$ cat src/ffa_pkg.sv
`default_nettype none
package ffa_pkg;

    localparam int ARENA_SIZE_DEF    = 1048576;
    localparam int TABLE_ENTRIES_DEF = 64;

    localparam int ADDR_W = 20;
    localparam int LEN_W  = 21;
    localparam int SZ_W   = 25;

    localparam logic [1:0] CMD_ALLOC   = 2'd0;
    localparam logic [1:0] CMD_FREE    = 2'd1;
    localparam logic [1:0] CMD_COMPACT = 2'd2;

    localparam logic [1:0] STS_OK         = 2'd0;
    localparam logic [1:0] STS_NO_MEM     = 2'd1;
    localparam logic [1:0] STS_NOT_FOUND  = 2'd2;
    localparam logic [1:0] STS_TABLE_FULL = 2'd3;

    typedef enum logic [2:0] {
        S_IDLE,
        S_CHECK,
        S_CSTART,
        S_SCAN,
        S_OUT
    } t_state;

    typedef struct packed {
        logic       load;
        logic [1:0] mode;
        logic       scan_start;
        logic       alloc_commit;
        logic       free_commit;
        logic       move_commit;
        logic       compact_empty;
        logic       fail;
        logic [1:0] fail_code;
    } t_ctl;

    typedef struct packed {
        logic size_bad;
        logic used_full;
        logic free_full;
        logic found;
        logic scan_done;
        logic live_zero;
        logic more;
        logic out_done;
    } t_sts;

endpackage
`default_nettype wire

$ cat src/ffa_ctrl.sv
`default_nettype none
module ffa_ctrl (
    input  wire              i_clk,
    input  wire              i_rst_n,
    input  wire              i_valid,
    input  wire [1:0]        i_command,
    output logic             o_ready,
    input  wire ffa_pkg::t_sts i_sts,
    output ffa_pkg::t_ctl    o_ctl
);
    ffa_pkg::t_state r_state, n_state;
    logic [1:0] r_cmd, n_cmd;

    always_ff @(posedge i_clk) begin
        if (!i_rst_n) begin
            r_state <= ffa_pkg::S_IDLE;
            r_cmd   <= ffa_pkg::CMD_ALLOC;
        end else begin
            r_state <= n_state;
            r_cmd   <= n_cmd;
        end
    end

    always_comb begin
        n_state = r_state;
        n_cmd   = r_cmd;
        o_ready = 1'b0;
        o_ctl   = '0;
        o_ctl.mode = r_cmd;
        case (r_state)
            ffa_pkg::S_IDLE: begin
                o_ready = 1'b1;
                if (i_valid) begin
                    o_ctl.load = 1'b1;
                    n_cmd = i_command;
                    case (i_command)
                        ffa_pkg::CMD_ALLOC: n_state = ffa_pkg::S_CHECK;
                        ffa_pkg::CMD_FREE: begin
                            o_ctl.scan_start = 1'b1;
                            n_state = ffa_pkg::S_SCAN;
                        end
                        ffa_pkg::CMD_COMPACT: n_state = ffa_pkg::S_CSTART;
                        default: n_state = ffa_pkg::S_IDLE;
                    endcase
                end
            end
            ffa_pkg::S_CHECK: begin
                n_state = ffa_pkg::S_OUT;
                if (i_sts.size_bad) begin
                    o_ctl.fail = 1'b1;
                    o_ctl.fail_code = ffa_pkg::STS_NO_MEM;
                end else if (i_sts.used_full) begin
                    o_ctl.fail = 1'b1;
                    o_ctl.fail_code = ffa_pkg::STS_TABLE_FULL;
                end else begin
                    o_ctl.scan_start = 1'b1;
                    n_state = ffa_pkg::S_SCAN;
                end
            end
            ffa_pkg::S_CSTART: begin
                if (i_sts.live_zero) begin
                    o_ctl.compact_empty = 1'b1;
                    n_state = ffa_pkg::S_OUT;
                end else begin
                    o_ctl.scan_start = 1'b1;
                    n_state = ffa_pkg::S_SCAN;
                end
            end
            ffa_pkg::S_SCAN: begin
                if (i_sts.scan_done) begin
                    n_state = ffa_pkg::S_OUT;
                    case (r_cmd)
                        ffa_pkg::CMD_ALLOC: begin
                            if (i_sts.found) begin
                                o_ctl.alloc_commit = 1'b1;
                            end else begin
                                o_ctl.fail = 1'b1;
                                o_ctl.fail_code = ffa_pkg::STS_NO_MEM;
                            end
                        end
                        ffa_pkg::CMD_FREE: begin
                            if (!i_sts.found) begin
                                o_ctl.fail = 1'b1;
                                o_ctl.fail_code = ffa_pkg::STS_NOT_FOUND;
                            end else if (i_sts.free_full) begin
                                o_ctl.fail = 1'b1;
                                o_ctl.fail_code = ffa_pkg::STS_TABLE_FULL;
                            end else begin
                                o_ctl.free_commit = 1'b1;
                            end
                        end
                        default: o_ctl.move_commit = 1'b1;
                    endcase
                end
            end
            ffa_pkg::S_OUT: begin
                if (i_sts.out_done) begin
                    if (r_cmd == ffa_pkg::CMD_COMPACT && i_sts.more) begin
                        o_ctl.scan_start = 1'b1;
                        n_state = ffa_pkg::S_SCAN;
                    end else begin
                        n_state = ffa_pkg::S_IDLE;
                    end
                end
            end
            default: n_state = ffa_pkg::S_IDLE;
        endcase
    end
endmodule
`default_nettype wire

$ cat config.mk
export PLATFORM = sky130hd
export DESIGN_NAME = ffa_ctrl
export DESIGN_NICKNAME = d
export VERILOG_FILES = /design/src/ffa_pkg.sv /design/src/ffa_ctrl.sv
export SDC_FILE = /design/constraint.sdc
export NUM_CORES = 1
export LEC_CHECK = 0
export ABC_AREA = 1
export BUFFER_PORTS_ARGS = -buffer_cell sky130_fd_sc_hd__buf_2
export CAP_MARGIN = 10
export CORE_AREA = 2 2 39 41
export CTS_CLUSTER_DIAMETER = 60
export CTS_CLUSTER_SIZE = 30
export DETAILED_ROUTE_END_ITERATION = 12
export DIE_AREA = 0 0 41 43
export PLACE_DENSITY = 0.76
export SLEW_MARGIN = 10
export SYNTH_ARGS = -nofsm -noshare
export SYNTH_HDL_FRONTEND = slang
export SYNTH_SLANG_ARGS = --single-unit
$ cat constraint.sdc
create_clock -name i_clk -period 1.9 [get_ports i_clk]
set_input_delay 0.285 -clock i_clk [delete_from_list [all_inputs] [get_ports i_clk]]
set_output_delay 0.285 -clock i_clk [all_outputs]
set_load 0.02 [all_outputs]
==> reports/qor.yml, run 1 <==
status:
  status: "finished clean"
die:
  io_pins: 25
  start_util_pct: 33.4
  core_area_um2: 1380
  rows: 14
  fp.dieW_um: 41
  die_y_um: 43
  dieArea_um2: 1760
sta:
  hold_viol_final: 0
  finalCriticalPeriod_ns: 1.75
  fin_crit_sh_pct: 92.2
  rsz0062_at_grt: "false"
  setup_viol: 0
  fmax_mhz: 571
  finalSetupTns_ns: 0
  relSlewSlack_pct: 84.8
  hold_ws_ns: 0.299
  worst_pin_slew_ns: 0.226
  maxSlewViolCount: 0
  skew_ns: 0.00413
clocking:
  path_clk_slew_ns: 0.04
  cts.path.max_buffers: 2
  cts_tree: "built"
  htree_levels: 1
  ctsResizeCount: 0
  hold_buffers: 0
  clk_latency_ns: 0.25
  clockRootBuffer: "clkbuf_4"
  numCtsBuffers: 3
  cts_setup_buffers: 0
  clock_sinks: 5
global_route:
  busiest_layer: "met2"
  grt_max_degree: 6
  antenna_found_initial: 0
  globalRouteMet2Util_pct: 23.1
  grt.overflow.total: 0
  grt_pass1_wl_um: 1680
  grtUsageMet3_pct: 3.14
  grt_use_total_pct: 14.4
  grt_pass1_vias: 465
  grt_use_met1_pct: 15.4
logic_synthesis:
  yosys_register_bits: 5
  synth.cell_area_um2: 462
  ys_warn_count: 0
  synth_nets: 96
  synth_ff_type: "dfxtp_1"
  yosys.area.top_type: "dfxtp_1"
  ys_seq_area_share_pct: 21.7
  ys_types: 17
  syn_inst: 81
  avgSynthCellArea_um2: 5.70
  synth_edf_count: 0
  synth_area_leaders: "dfxtp_1, nand2_1, inv_1"
  yosysTopAreaCellShare_pct: 21.7
  synthArstFlopShare_pct: 0
final_layout:
  drive_above_1_share_pct: 34.9
  n_fill_cell: 159
  fin_nets: 125
  final_common_cell: "buf_2"
  diodes: 0
  instances_no_fill: 125
  layout_common_cells: "buf_2, nand2_1, inv_1, nor2_1, nand3_1"
  syn2layout_area_growth_pct: 36.0
  register_area_um2: 100
  finish.utilization_pct: 45.4
  fin_area_um2: 628
  multi_input_area_um2: 294
setup_path:
  setup.worst_path.end_class: "output port"
  worstPathArrival_ns: 1.47
  cp_cell_sequence: "inv_2, nor2_2, nand2_1, inv_2, nand2_1, inv_2, nand4_1, nand3_1, buf_2"
  reg2reg_to: "r_state[2]$_SDFFE_PN0P_"
  cp_slowest_cell: "dfxtp_1"
  ff2ff_path_depth: 7
  path_class: "flip-flop to output port"
  required_ns: 1.62
  rrSetupSlack_ns: 0.76
  r2r_start: "r_state[0]$_SDFFE_PN0P_"
  critPathMaxStageDelay_ns: 0.36
  startpoint_type: "flip-flop"
  worstPathMaxFanout: 4
  crit_top_cell: "inv_2"
detailed_routing:
  drt-total-wl_um: 1100
  first_pass_iters: 4
  wl_per_cell_um: 8.82
  vias: 576
  via_per_inst: 4.61
  ant_nets: 0
  drc: 0
  drt-initial-drc-count: 10
place:
  port_buffers: 24
  hpwl_um: 952
  globalplace.congestion: 0.909
  place_inst: 121
  placed_area_um2: 602
job:
  cap_violations: 0
power:
  power_density_nw_per_um2: 817
  ir_worst_vdd_mv: 0.297
  leakage_nw: 0.376
hold_path:
  hold_path_class: "primary input to flip-flop"
  whs_path_depth: 3
  hold_path_end: "r_cmd[0]$_SDFFE_PN0P_"
  min-delay-start: "i_rst_n"
-- sequential cells by signal, indices dropped and copies added, names as in the netlist --
register  cells
r_cmd         2
r_state       3
-- logic make-up (layout without fill, tap and decap cells) --
kind of cell	Yosys count	count (layout)	synth area share [%]
buffers and inverters	18	46	14.6
adders and majority gates	2	2	5.42
and+or+nand+nor	47	47	46.3
AOI/OAI and AO/OA	9	9	11.9
DFF	5	5	21.7
-- routing by layer --
metal,share of wire [%],up-vias
met1,47,238
met3,8.1,2
met2,44,21
met4,1.3,0
met5,0,-
li1,-,315
-- metrics by stage --
stage	setup slack, ns	power (mW)
3_3_place_gp	0.447	0.387
5_1_grt	0.00679	0.562
3_5_place_dp	0.413	0.390
4_1_cts	0.144	0.518
6_report	0.149	0.513
2_1_floorplan	0.289	0.318
-- where the power goes --
group,switching (mW),internal [mW],total (mW)
clock,0.0457,0.0795,0.125
sequential,0.0187,0.124,0.142
combinational,0.159,0.0870,0.246
-- worst max-delay path, delay by kind of cell, from the launching register on --
kind | cells | cell delay [ns]
DFF | 1 | 0.36
and+or+nand+nor | 5 | 0.51
buffers and inverters | 4 | 0.36
-- synth_stat cells (2+ instances only) --
| cell type | n |
|---|---|
| inv_1 | 13 |
| nor2_1 | 12 |
| dfxtp_1 | 5 |
| o21ai_0 | 2 |
| inv_2 | 5 |
| a21oi_1 | 4 |
| nand4_1 | 4 |
| ha_1 | 2 |
| nand3_1 | 8 |
| nor2_2 | 3 |
| nand2_1 | 17 |
-- how the worst max path moves through the flow --
stage | from | end | slack, ns | depth (start not counted)
after detailed placement | r_state[0]$_SDFFE_PN0P_ | o_ctl[2] | 0.41 | 9
after global routing | r_state[0]$_SDFFE_PN0P_ | o_ctl[5] | 0.007 | 9
after global placement | r_state[0]$_SDFFE_PN0P_ | o_ctl[2] | 0.45 | 9
after floorplan | r_state[0]$_SDFFE_PN0P_ | o_ctl[6] | 0.29 | 6
final | r_state[0]$_SDFFE_PN0P_ | o_ctl[2] | 0.15 | 9
after CTS | r_state[0]$_SDFFE_PN0P_ | o_ctl[2] | 0.14 | 9
-- cell type report --
cell class | instances | share of cell area, %
Clock buffer | 4 | 4.18
Inverter | 18 | 10.8
Multi-Input combinational cell | 58 | 46.8
Sequential cell | 5 | 15.9
Tap cell | 16 | 3.19
Timing Repair Buffer | 24 | 19.1
Power figures use the tool's default switching activity.
==> run 2: changes to the inputs <==
CAP_MARGIN = 25   (was 10)
PLACE_DENSITY = unset   (was 0.76)
==> reports/qor.yml, run 2 (synthesized netlist as in run 1, its figures left out) <==
setup_path:
  setup.worst_path.end_class: "output port"
  required_ns: 1.62
  cp_slowest_cell: "dfxtp_1"
  startpoint_type: "flip-flop"
  crit_top_cell: "inv_2"
  path_class: "flip-flop to output port"
  worstPathArrival_ns: 1.42
  worstPathMaxFanout: 4
  cp_cell_sequence: "inv_2, nor2_2, nand2_1, inv_2, nand2_1, inv_2, nand4_1, nand3_1, buf_2"
  critPathMaxStageDelay_ns: 0.35
global_route:
  grt_pass1_vias: 498
  antenna_found_initial: 0
  grt_max_degree: 6
  grt_pass1_wl_um: 1790
  grt_use_total_pct: 15.4
  grt.overflow.total: 0
final_layout:
  final_common_cell: "buf_2"
  regMostFlops: "r_state"
  largest_reg_flops: 3
  drive_above_1_share_pct: 34.9
  diodes: 0
  n_fill_cell: 160
  layout_common_cells: "buf_2, nand2_1, inv_1, nor2_1, nand3_1"
  syn2layout_area_growth_pct: 36.6
  top_regs: "r_state (3), r_cmd (2)"
  fin_nets: 125
detailed_routing:
  via_per_inst: 4.68
  drt-initial-drc-count: 7
  wl_per_cell_um: 8.91
  vias: 585
  drc: 0
  drt-total-wl_um: 1110
  first_pass_iters: 4
  ant_nets: 0
job:
  cap_violations: 0
clocking:
  clk_latency_ns: 0.25
  cts.path.max_buffers: 2
  cts_tree: "built"
  clockRootBuffer: "clkbuf_4"
  path_clk_slew_ns: 0.04
  hold_buffers: 0
  cts_setup_buffers: 0
  htree_levels: 1
  numCtsBuffers: 3
  clock_sinks: 5
  ctsResizeCount: 0
place:
  port_buffers: 24
  globalplace.congestion: 0.810
  hpwl_um: 964
power:
  switchingPower_uw: 225
  swShare_pct: 43.6
  ir_worst_vdd_mv: 0.385
  power_density_nw_per_um2: 820
  seqPwrFrac_pct: 27.3
  p_int_uw: 292
  p_comb_share_pct: 48.2
  leakage_nw: 0.376
  p_clk_share_pct: 24.4
  report.power.total_uw: 517
die:
  dieArea_um2: 1760
  die_y_um: 43
  rows: 14
  core_area_um2: 1380
  fp.dieW_um: 41
  start_util_pct: 33.4
  io_pins: 25
sta:
  rsz0062_at_grt: "false"
  fin_crit_sh_pct: 89.8
  setup_viol: 0
  hold_viol_final: 0
  maxSlewViolCount: 0
  skew_ns: 0.00187
  relSlewSlack_pct: 84.1
  finalSetupTns_ns: 0
  fmax_mhz: 586
  finalCriticalPeriod_ns: 1.71
  worst_pin_slew_ns: 0.237
hold_path:
  hold_path_class: "primary input to flip-flop"
status:
  status: "finished clean"
==> run 2: per-stage QoR <==
step / setup WS, ns / instances / cell area (µm²) / hold slack, ns / util [%]
after detailed placement: 0.445 / 121 / 602 / 0.542 / 43.5
after CTS: 0.179 / 125 / 628 / 0.310 / 45.4
final: 0.193 / 125 / 631 / 0.313 / 45.6
after global routing: 0.0137 / 125 / 631 / 0.324 / 45.6
after global placement: 0.460 / 121 / 602 / 0.545 / 43.5
after floorplan: 0.289 / 81 / 462 / 0.423 / -
==> run 2: power groups by stage <==
| stage | sequential (mW) | combinational, mW | clock [mW] |
|---|---|---|---|
| CTS | 0.141 | 0.250 | 0.128 |
| detailed placement | 0.143 | 0.249 | 0 |
| finish | 0.141 | 0.250 | 0.126 |
| floorplan | 0.151 | 0.168 | 0 |
| global route | 0.146 | 0.283 | 0.142 |
| global placement | 0.143 | 0.249 | 0 |
==> run 2: layout make-up <==
cell class / instances / area (µm²) / area share, %
well taps: 16 / 20.0 / 3.17
clock buffers: 4 / 26.3 / 4.17
inverters: 18 / 67.6 / 10.7
flip-flops and latches: 5 / 100 / 15.9
multi-input cells: 58 / 294 / 46.6
repair buffers: 24 / 123 / 19.4
==> run 2: final timing paths <==
path                                              start                     to  slack [ns]  cells past startpoint
worst max-delay path            r_state[0]$_SDFFE_PN0P_               o_ctl[0]        0.19                      9
worst max register to register  r_state[1]$_SDFFE_PN0P_  r_cmd[1]$_SDFFE_PN0P_        0.76                      6
worst min-delay path                            i_rst_n  r_cmd[0]$_SDFFE_PN0P_        0.31                      3
worst min register to register    r_cmd[0]$_SDFFE_PN0P_  r_cmd[0]$_SDFFE_PN0P_        0.55                      2
==> run 2: layer usage <==
| metal | part of all wire [%] | up-vias | track usage, % |
|---|---|---|---|
| met5 | 0 | - | 0 |
| met1 | 47 | 242 | 16.7 |
| li1 | - | 313 | - |
| met3 | 6.9 | 5 | 4.71 |
| met4 | 4.3 | 0 | 12.0 |
| met2 | 42 | 25 | 23.1 |
==> run 2: worst max-delay path: cells and delay by family (launching register included) <==
kind | cells | cell delay, ns
DFF | 1 | 0.35
buffers and inverters | 4 | 0.36
and+or+nand+nor | 5 | 0.47
